`config.mk`:
```
export PLATFORM = sky130hd
export DESIGN_NAME = density_spike_step_flagger
export DESIGN_NICKNAME = d
export VERILOG_FILES = /design/src/sv/dssf_pkg.sv /design/src/sv/density_spike_step_flagger.sv /design/src/sv/dssf_spike_cmp.sv
export SDC_FILE = /design/constraint.sdc
export NUM_CORES = 2
export LEC_CHECK = 0
export BUFFER_PORTS_ARGS = -buffer_cell sky130_fd_sc_hd__buf_2
export CORE_MARGIN = 4
export CORE_UTILIZATION = 50
export DETAILED_ROUTE_END_ITERATION = 12
export GPL_TIMING_DRIVEN = 1
export PLACE_DENSITY = 0.71
export SYNTH_ARGS = -nofsm -noshare
export SYNTH_HDL_FRONTEND = slang
export SYNTH_SLANG_ARGS = --single-unit
```
`constraint.sdc`:
```
create_clock -name clk -period 13.6 [get_ports clk]
set_input_delay 2.04 -clock clk [delete_from_list [all_inputs] [get_ports clk]]
set_output_delay 2.04 -clock clk [all_outputs]
set_load 0.03 [all_outputs]
```
`src/sv/dssf_pkg.sv`:
```
// ----------------------------------------------------------------------------
// dssf_pkg
// Shared widths, limits, types and helpers for the density spike and step
// flagger.
// ----------------------------------------------------------------------------
package dssf_pkg;

  // Largest number of levels in one profile that gets its own index.
  localparam int MAX_LEVELS = 1024;

  localparam int DIFF_W  = 32;   // signed Q11.20 density difference
  localparam int RATIO_W = 16;   // unsigned Q4.12 spike multiplier
  localparam int LEVEL_W = 10;   // level index width
  localparam int RATIO_FRAC = 12;

  // The level index saturates at the smaller of MAX_LEVELS-1 and the
  // largest value the index field can carry.
  localparam int INDEX_CAP_INT = (MAX_LEVELS - 1 < (1 << LEVEL_W) - 1) ?
                                 MAX_LEVELS - 1 : (1 << LEVEL_W) - 1;
  localparam logic [LEVEL_W-1:0] INDEX_CAP = LEVEL_W'(INDEX_CAP_INT);

  // Comparison results for one pair of neighboring differences.
  typedef struct packed {
    logic a_below;     // lower difference is below tolerance
    logic d_below;     // upper difference is below tolerance
    logic ratio_hit;   // |a+d| * 1.0 < ratio * |a-d|
  } cmp_t;

  // One result word.
  typedef struct packed {
    logic [LEVEL_W-1:0] level_index;
    logic               reject;
    logic               spike;
    logic               step;
    logic               last_result;
  } result_t;

  // Saturating increment of a level number.
  function automatic logic [LEVEL_W-1:0] sat_inc(input logic [LEVEL_W-1:0] lvl);
    logic [LEVEL_W-1:0] r;
    if (lvl >= INDEX_CAP) begin
      r = INDEX_CAP;
    end else begin
      r = lvl + LEVEL_W'(1);
    end
    return r;
  endfunction

endpackage

```
`src/sv/density_spike_step_flagger.sv`:
```
// ----------------------------------------------------------------------------
// density_spike_step_flagger
// Flags density spikes and steps level by level from a stream of one
// profile's level-to-level density differences.
// ----------------------------------------------------------------------------
//
//  Channel  Direction  Handshake            Payload
//  -------  ---------  -------------------  ---------------------------------
//  in       input      in_valid / in_stall  dens_delta, diff_missing,
//                                           upper_prior_spike, last_in_profile
//  out      output     out_valid/out_stall  level_index, reject, spike, step,
//                                           last_result
//  cfg      input      cfg_we               cfg_index, cfg_data
//
// An accepted word lands in an input register; the comparison logic evaluates
// it against the stored neighbor and loads every result it causes into a
// three-entry result register. Unless stalled, it drains one word a cycle and
// a steady profile takes one word per cycle; a profile's last word yields
// three results and so holds the input until they drain, and a single-word
// profile yields two. The result register is the only thing that sets this.
// Reset is synchronous; it restores the register defaults and clears the
// profile state. A stall on the output backs up into in_stall as soon as the
// input register holds a word that the result register cannot take yet.
//
module density_spike_step_flagger import dssf_pkg::*; (
  input  logic                      clk,
  input  logic                      rst,

  input  logic                      in_valid,
  output logic                      in_stall,
  input  logic signed [DIFF_W-1:0]  dens_delta,
  input  logic                      diff_missing,
  input  logic                      upper_prior_spike,
  input  logic                      last_in_profile,

  output logic                      out_valid,
  input  logic                      out_stall,
  output logic        [LEVEL_W-1:0] level_index,
  output logic                      reject,
  output logic                      spike,
  output logic                      step,
  output logic                      last_result,

  input  logic                      cfg_we,
  input  logic        [1:0]         cfg_index,
  input  logic        [DIFF_W-1:0]  cfg_data
);

  // Configuration register indexes.
  localparam logic [1:0] CFG_SPIKE_ENABLE = 2'd0;
  localparam logic [1:0] CFG_STEP_ENABLE  = 2'd1;
  localparam logic [1:0] CFG_TOLERANCE    = 2'd2;
  localparam logic [1:0] CFG_SPIKE_RATIO  = 2'd3;

  localparam logic [RATIO_W-1:0] RATIO_RESET = RATIO_W'(1 << RATIO_FRAC);

  // Configuration registers.
  logic                     spike_enable;
  logic                     step_enable;
  logic signed [DIFF_W-1:0] tolerance;
  logic        [RATIO_W-1:0] spike_ratio;

  // Input register.
  logic                     ir_valid;
  logic signed [DIFF_W-1:0] ir_diff;
  logic                     ir_missing;
  logic                     ir_prior;
  logic                     ir_last;

  // Profile state, carried from one difference to the next.
  logic                     started;
  logic signed [DIFF_W-1:0] prev_diff;
  logic                     prev_missing;
  logic                     prev_prior_spike;
  logic                     spike_just_found;
  logic                     pending_reject;
  logic                     pending_spike;
  logic                     pending_step;
  logic        [LEVEL_W-1:0] level_count;

  logic                     started_next;
  logic signed [DIFF_W-1:0] prev_diff_next;
  logic                     prev_missing_next;
  logic                     prev_prior_spike_next;
  logic                     spike_just_found_next;
  logic                     pending_reject_next;
  logic                     pending_spike_next;
  logic                     pending_step_next;
  logic        [LEVEL_W-1:0] level_count_next;

  // Result register: up to three words, the head always in entry zero.
  result_t                  res [3];
  logic        [1:0]        res_cnt;
  result_t                  new_res [3];
  logic        [1:0]        new_cnt;

  logic                     burst_free;
  logic                     process;
  logic                     in_accept;
  logic                     out_pop;

  cmp_t                     cmp;
  logic                     spike_new;
  logic                     step_new;
  logic                     final_step;
  logic        [LEVEL_W-1:0] lc_plus1;
  logic        [LEVEL_W-1:0] lc_plus2;

  dssf_spike_cmp u_cmp (
    .a           (prev_diff),
    .d           (ir_diff),
    .tolerance   (tolerance),
    .spike_ratio (spike_ratio),
    .cmp         (cmp)
  );

  // Handshakes. The result register can take a new burst when it is empty
  // or its final word leaves this cycle.
  assign out_valid  = res_cnt != 2'd0;
  assign out_pop    = out_valid && !out_stall;
  assign burst_free = (res_cnt == 2'd0) || ((res_cnt == 2'd1) && !out_stall);
  assign process    = ir_valid && burst_free;
  assign in_stall   = ir_valid && !process;
  assign in_accept  = in_valid && !in_stall;

  assign level_index = res[0].level_index;
  assign reject      = res[0].reject;
  assign spike       = res[0].spike;
  assign step        = res[0].step;
  assign last_result = res[0].last_result;

  // Flag decisions for the difference in the input register. A spike needs
  // both neighbors present, one of them below tolerance, and is blocked on
  // level one and right above a spike found one level lower.
  assign spike_new = spike_enable && !spike_just_found && (level_count != '0) &&
                     !prev_missing && !ir_missing &&
                     (cmp.a_below || cmp.d_below) && cmp.ratio_hit;
  assign step_new  = step_enable && !(prev_prior_spike || spike_new) &&
                     !prev_missing && cmp.a_below;
  // At the final difference only the upper level can be flagged by a step.
  assign final_step = step_enable && !ir_prior && !ir_missing && cmp.d_below;

  assign lc_plus1 = sat_inc(level_count);
  assign lc_plus2 = sat_inc(lc_plus1);

  always_comb begin
    started_next          = started;
    prev_diff_next        = prev_diff;
    prev_missing_next     = prev_missing;
    prev_prior_spike_next = prev_prior_spike;
    spike_just_found_next = spike_just_found;
    pending_reject_next   = pending_reject;
    pending_spike_next    = pending_spike;
    pending_step_next     = pending_step;
    level_count_next      = level_count;
    new_cnt               = 2'd0;
    for (int i = 0; i < 3; i++) begin
      new_res[i] = '0;
    end

    if (!started) begin
      if (ir_last) begin
        // A profile of a single difference: two unflagged levels.
        new_res[0] = '{level_index: level_count, reject: 1'b0, spike: 1'b0,
                       step: 1'b0, last_result: 1'b0};
        new_res[1] = '{level_index: lc_plus1, reject: 1'b0, spike: 1'b0,
                       step: 1'b0, last_result: 1'b1};
        new_cnt    = 2'd2;
      end else begin
        started_next          = 1'b1;
        prev_diff_next        = ir_diff;
        prev_missing_next     = ir_missing;
        prev_prior_spike_next = ir_prior;
        spike_just_found_next = 1'b0;
      end
    end else begin
      // The lower level of the pair is finished now.
      new_res[0] = '{level_index: level_count,
                     reject: pending_reject || step_new,
                     spike: pending_spike, step: pending_step,
                     last_result: 1'b0};
      if (ir_last) begin
        new_res[1] = '{level_index: lc_plus1, reject: spike_new || step_new,
                       spike: spike_new, step: step_new, last_result: 1'b0};
        new_res[2] = '{level_index: lc_plus2, reject: final_step, spike: 1'b0,
                       step: final_step, last_result: 1'b1};
        new_cnt    = 2'd3;
      end else begin
        new_cnt               = 2'd1;
        level_count_next      = lc_plus1;
        pending_reject_next   = spike_new || step_new;
        pending_spike_next    = spike_new;
        pending_step_next     = step_new;
        spike_just_found_next = spike_new;
        prev_diff_next        = ir_diff;
        prev_missing_next     = ir_missing;
        prev_prior_spike_next = ir_prior;
      end
    end

    // The profile's last difference returns the profile state to its start.
    if (ir_last) begin
      started_next          = 1'b0;
      prev_diff_next        = '0;
      prev_missing_next     = 1'b1;
      prev_prior_spike_next = 1'b0;
      spike_just_found_next = 1'b0;
      pending_reject_next   = 1'b0;
      pending_spike_next    = 1'b0;
      pending_step_next     = 1'b0;
      level_count_next      = '0;
    end
  end

  // Configuration writes.
  always_ff @(posedge clk) begin
    if (rst) begin
      spike_enable <= 1'b1;
      step_enable  <= 1'b1;
      tolerance    <= '0;
      spike_ratio  <= RATIO_RESET;
    end else if (cfg_we) begin
      unique case (cfg_index)
        CFG_SPIKE_ENABLE: spike_enable <= cfg_data[0];
        CFG_STEP_ENABLE:  step_enable  <= cfg_data[0];
        CFG_TOLERANCE:    tolerance    <= cfg_data;
        CFG_SPIKE_RATIO:  spike_ratio  <= cfg_data[RATIO_W-1:0];
      endcase
    end
  end

  // Input register.
  always_ff @(posedge clk) begin
    if (rst) begin
      ir_valid <= 1'b0;
    end else if (in_accept) begin
      ir_valid <= 1'b1;
    end else if (process) begin
      ir_valid <= 1'b0;
    end
  end

  always_ff @(posedge clk) begin
    if (in_accept) begin
      ir_diff    <= dens_delta;
      ir_missing <= diff_missing;
      ir_prior   <= upper_prior_spike;
      ir_last    <= last_in_profile;
    end
  end

  // Profile state advances once per evaluated difference.
  always_ff @(posedge clk) begin
    if (rst) begin
      started          <= 1'b0;
      prev_diff        <= '0;
      prev_missing     <= 1'b1;
      prev_prior_spike <= 1'b0;
      spike_just_found <= 1'b0;
      pending_reject   <= 1'b0;
      pending_spike    <= 1'b0;
      pending_step     <= 1'b0;
      level_count      <= '0;
    end else if (process) begin
      started          <= started_next;
      prev_diff        <= prev_diff_next;
      prev_missing     <= prev_missing_next;
      prev_prior_spike <= prev_prior_spike_next;
      spike_just_found <= spike_just_found_next;
      pending_reject   <= pending_reject_next;
      pending_spike    <= pending_spike_next;
      pending_step     <= pending_step_next;
      level_count      <= level_count_next;
    end
  end

  // Result register count.
  always_ff @(posedge clk) begin
    if (rst) begin
      res_cnt <= 2'd0;
    end else if (process) begin
      res_cnt <= new_cnt;
    end else if (out_pop) begin
      res_cnt <= res_cnt - 2'd1;
    end
  end

  // Result words: a new burst loads all entries, a taken word shifts them.
  always_ff @(posedge clk) begin
    if (process) begin
      for (int i = 0; i < 3; i++) begin
        res[i] <= new_res[i];
      end
    end else if (out_pop) begin
      res[0] <= res[1];
      res[1] <= res[2];
    end
  end

endmodule

```
`src/sv/dssf_spike_cmp.sv`:
```
// ----------------------------------------------------------------------------
// dssf_spike_cmp
// Tolerance compares and the exact spike ratio test for two neighboring
// density differences.
// ----------------------------------------------------------------------------
module dssf_spike_cmp import dssf_pkg::*; (
  input  logic signed [DIFF_W-1:0]  a,
  input  logic signed [DIFF_W-1:0]  d,
  input  logic signed [DIFF_W-1:0]  tolerance,
  input  logic        [RATIO_W-1:0] spike_ratio,
  output cmp_t                      cmp
);

  localparam int SUM_W = DIFF_W + 1;
  localparam int LHS_W = SUM_W + RATIO_FRAC;
  localparam int RHS_W = SUM_W + RATIO_W;
  localparam int CMP_W = (LHS_W > RHS_W) ? LHS_W : RHS_W;

  logic signed [SUM_W-1:0] sum;
  logic signed [SUM_W-1:0] dif;
  logic        [SUM_W-1:0] abs_sum;
  logic        [SUM_W-1:0] abs_dif;
  logic        [LHS_W-1:0] lhs;
  logic        [RHS_W-1:0] rhs;

  // Sums are one bit wider so that neither can overflow.
  assign sum = {a[DIFF_W-1], a} + {d[DIFF_W-1], d};
  assign dif = {a[DIFF_W-1], a} - {d[DIFF_W-1], d};

  // The magnitude of the most negative sum still fits as an unsigned value.
  assign abs_sum = sum[SUM_W-1] ? (~sum + SUM_W'(1)) : sum;
  assign abs_dif = dif[SUM_W-1] ? (~dif + SUM_W'(1)) : dif;

  assign lhs = {abs_sum, {RATIO_FRAC{1'b0}}};
  assign rhs = RHS_W'(spike_ratio) * RHS_W'(abs_dif);

  assign cmp.a_below   = a < tolerance;
  assign cmp.d_below   = d < tolerance;
  assign cmp.ratio_hit = CMP_W'(lhs) < CMP_W'(rhs);

endmodule

```
==> impl_results.md <==
* Fmax at 0.0829 GHz
* Critical Path Fanout Max at 21
* Arrival time at the worst endpoint at 12250 ps
* Post-Place Cell Area at 0.0333 mm²
* Die Y at 262 µm
* Synth area leader: fa_1
* Routed wire length at 84800 µm
* Worst skew pair latency at 450 ps
* Layout cells sized above 1 at 6.78%
* Slew margin rel. at 20.9%
* Setup Crit Path Kind: register to register
* Worst Max-Slew Pin Slew at 1180 ps
* Min-delay worst type: register to register
* Postcts setup bufs at 0
* Most common cell after layout, fill and taps aside: inv_1
* WP data required at 13790 ps
* Total global routing overflow at 0
* Die footprint at 0.0686 mm²
* Synth Warn # at 0
* Initial antenna violation count at 2
* Highest-count cells in the layout ignoring fill and taps: inv_1 (559), nand2_1 (506), fa_1 (434)
* Slowest stage cell, crit path: ha_1
* Hold buffers post-CTS at 0
* Worst path bufs/invs at 5
* Final Slew Violations at 0
* Mapped Cells at 3829
* CP top delay family: adder cells
* Syn_area_per_cell at 8.42 µm²
* Clock sink count at 177
* Period utilisation layout at 88.7%
* Distinct cells, synth at 111
* MaxCap Viol Count at 0
* Largest net degree at the start of global routing at 88
* Pwr dens at 139 mW/mm²
* Final hold violation count at 0
* R2R Setup Slk at 1540 ps
* ANT nets after route at 0
* Post-synth EDFFs at 75
* Synthesis-to-finish area growth at 4.98%
* Ys async rst share at 0%
* Post-layout instance area at 0.0339 mm²
* Detail Placement HPWL at 67100 µm
* # DRC at 0
* Nature of the critical path endpoint: register
* CTS resizes at 0
* Number of DRC markers in iteration 0 at 1974
* First-pass GRT wire length at 141000 µm
* Net Count, Synth at 4624
* GRT Total Usage at 25.4%
* DR pass1 iterations at 6
* CTS root buf: clkbuf_16
* Worst setup SP type: register
* H-tree depth at 4
* Final min period at 12060 ps
* Setup Viol. Count Final at 0
* Peak VDD IR at 0.105 mV
* Synth top area cells: fa_1 (27%), ha_1 (11%), edfxtp_1 (7.0%)
* RSZ-0062 raised after global routing: false
* Outcome: complete, no violations
* CTS tree: yes
* Sum Neg Setup Slack at 0 ps
* Row count at 92
* Ys flop type: dfxtp_1
* Vias in the first global route at 26.8k
* LEAKAGE at 15.4 nW
* Nets at 4574
* WL/cell at 18.3 µm
* CP dominant cell by count: fa_1
* CORE AREA at 0.0634 mm²
* Yosys reg bits at 177
* Clock Path Buffers at 2
* Top cell type's share of synthesized area at 26.9%
* Vias per cell at 5.69
* Port buffer count at 89
* CTS clk-pin slew, worst paths at 70 ps
* DR vias at 26.4k
* Total CTS buffers at 17
* CP max stage delay at 670 ps
* Post-Syn Area at 0.0323 mm²
* Initial Utilization at 50.9%
* Post-route clock skew at 12.5 ps
* Number of I/O pins at 90
* Sequential fraction of the synthesis area at 13.3%
* Die width at 262 µm
* Gpl congestion at 0.935
registers in the layout, indices dropped and copies added (netlist names):
register,cells
pending_step,1
started,1
ir_diff,32
res_cnt,2
pending_spike,1
tolerance,32
spike_ratio,16
prev_missing,1
res,40
prev_diff,32
prev_prior_spike,1
spike_just_found,1
step_enable,1
pending_reject,1
ir_last,1
ir_missing,1
ir_valid,1
level_count,10
ir_prior,1
spike_enable,1
cells by family after synthesis:
kind of cell	Yosys count	synth area share [%]
AOI/OAI and AO/OA	679	14.2
xor gates and xnor gates	134	3.64
adders and majority gates	721	38.1
buffers and inverters	766	9.34
DFF	177	13.3
muxes	30	0.962
and+or+nand+nor	1322	20.5
path summary, 6_finish.rpt:
kind | startpoint | end | depth (start not counted)
max | ir_diff[12] | res[0][15] | 44
min | tolerance[28] | tolerance[28] | 2
max reg2reg | ir_diff[12] | res[0][15] | 44
min reg2reg | tolerance[28] | tolerance[28] | 2
worst min-delay path: stages, from the launching register on:
cell and delay [ps]:
dfxtp_1 310, nand2_1 50, a21oi_1 50
final cells by class:
| type | instances | area [µm²] |
|---|---|---|
| diodes | 1 | 2.50 |
| clock buffers | 18 | 429 |
| clock inverters | 14 | 151 |
| fillers | 5941 | 29600 |
| inverters | 560 | 2100 |
| multi-input cells | 2886 | 25000 |
| flip-flops and latches | 177 | 4300 |
| well taps | 846 | 1060 |
| repair buffers | 137 | 808 |
routing by layer:
metal / global-route usage (%) / wire length (µm) / vias up
met5: 0 / 0 / -
met4: 7.43 / 2380 / 0
li1: - / - / 12470
met1: 36.1 / 37900 / 12983
met3: 1.98 / 4410 / 135
met2: 42.0 / 40100 / 822
power breakdown:
part	internal (mW)	switching, mW
sequential	0.612	0.0356
combinational	1.34	2.21
clock	0.259	0.235
Yosys cell counts (8+ instances only):
cell type and number:
nand2_2 10, or4_1 10, o21bai_1 15, o2111ai_1 10
buf_2 25, o211ai_1 16, nor2b_1 44, ha_1 287
and2_1 228, o21ai_1 8, a31oi_1 26, or2_2 9
a211oi_1 23, mux2i_1 25, nand2b_1 40, nor3_1 82
edfxtp_1 75, nand2_1 506, buf_1 9, o21ai_0 97
buf_4 14, o31ai_1 17, o21a_1 18, a21o_1 73
inv_1 559, nor2_1 161, a211o_1 15, fa_1 434
nand3_1 67, dfxtp_1 102, clkbuf_1 151, a22o_1 8
a21oi_1 235, or3_1 24, nand3b_1 11, and3_1 26
nor4_1 23, xnor2_1 91, nand4_1 42, xor2_1 43
a22oi_1 10
stage by stage:
stage | utilization (%) | hold WS (ps) | total power [mW] | setup WS, ps | cells
3_3_place_gp | 52.5 | 441 | 4.13 | 1860 | 4606
2_1_floorplan | - | 432 | 3.26 | 2690 | 3829
4_1_cts | 53.4 | 458 | 4.69 | 1680 | 4638
5_1_grt | 53.4 | 478 | 5.21 | 644 | 4639
6_report | 53.4 | 456 | 4.69 | 1540 | 4639
3_5_place_dp | 52.5 | 448 | 4.15 | 1740 | 4606
Note: power is estimated with default switching activity, not from simulation.
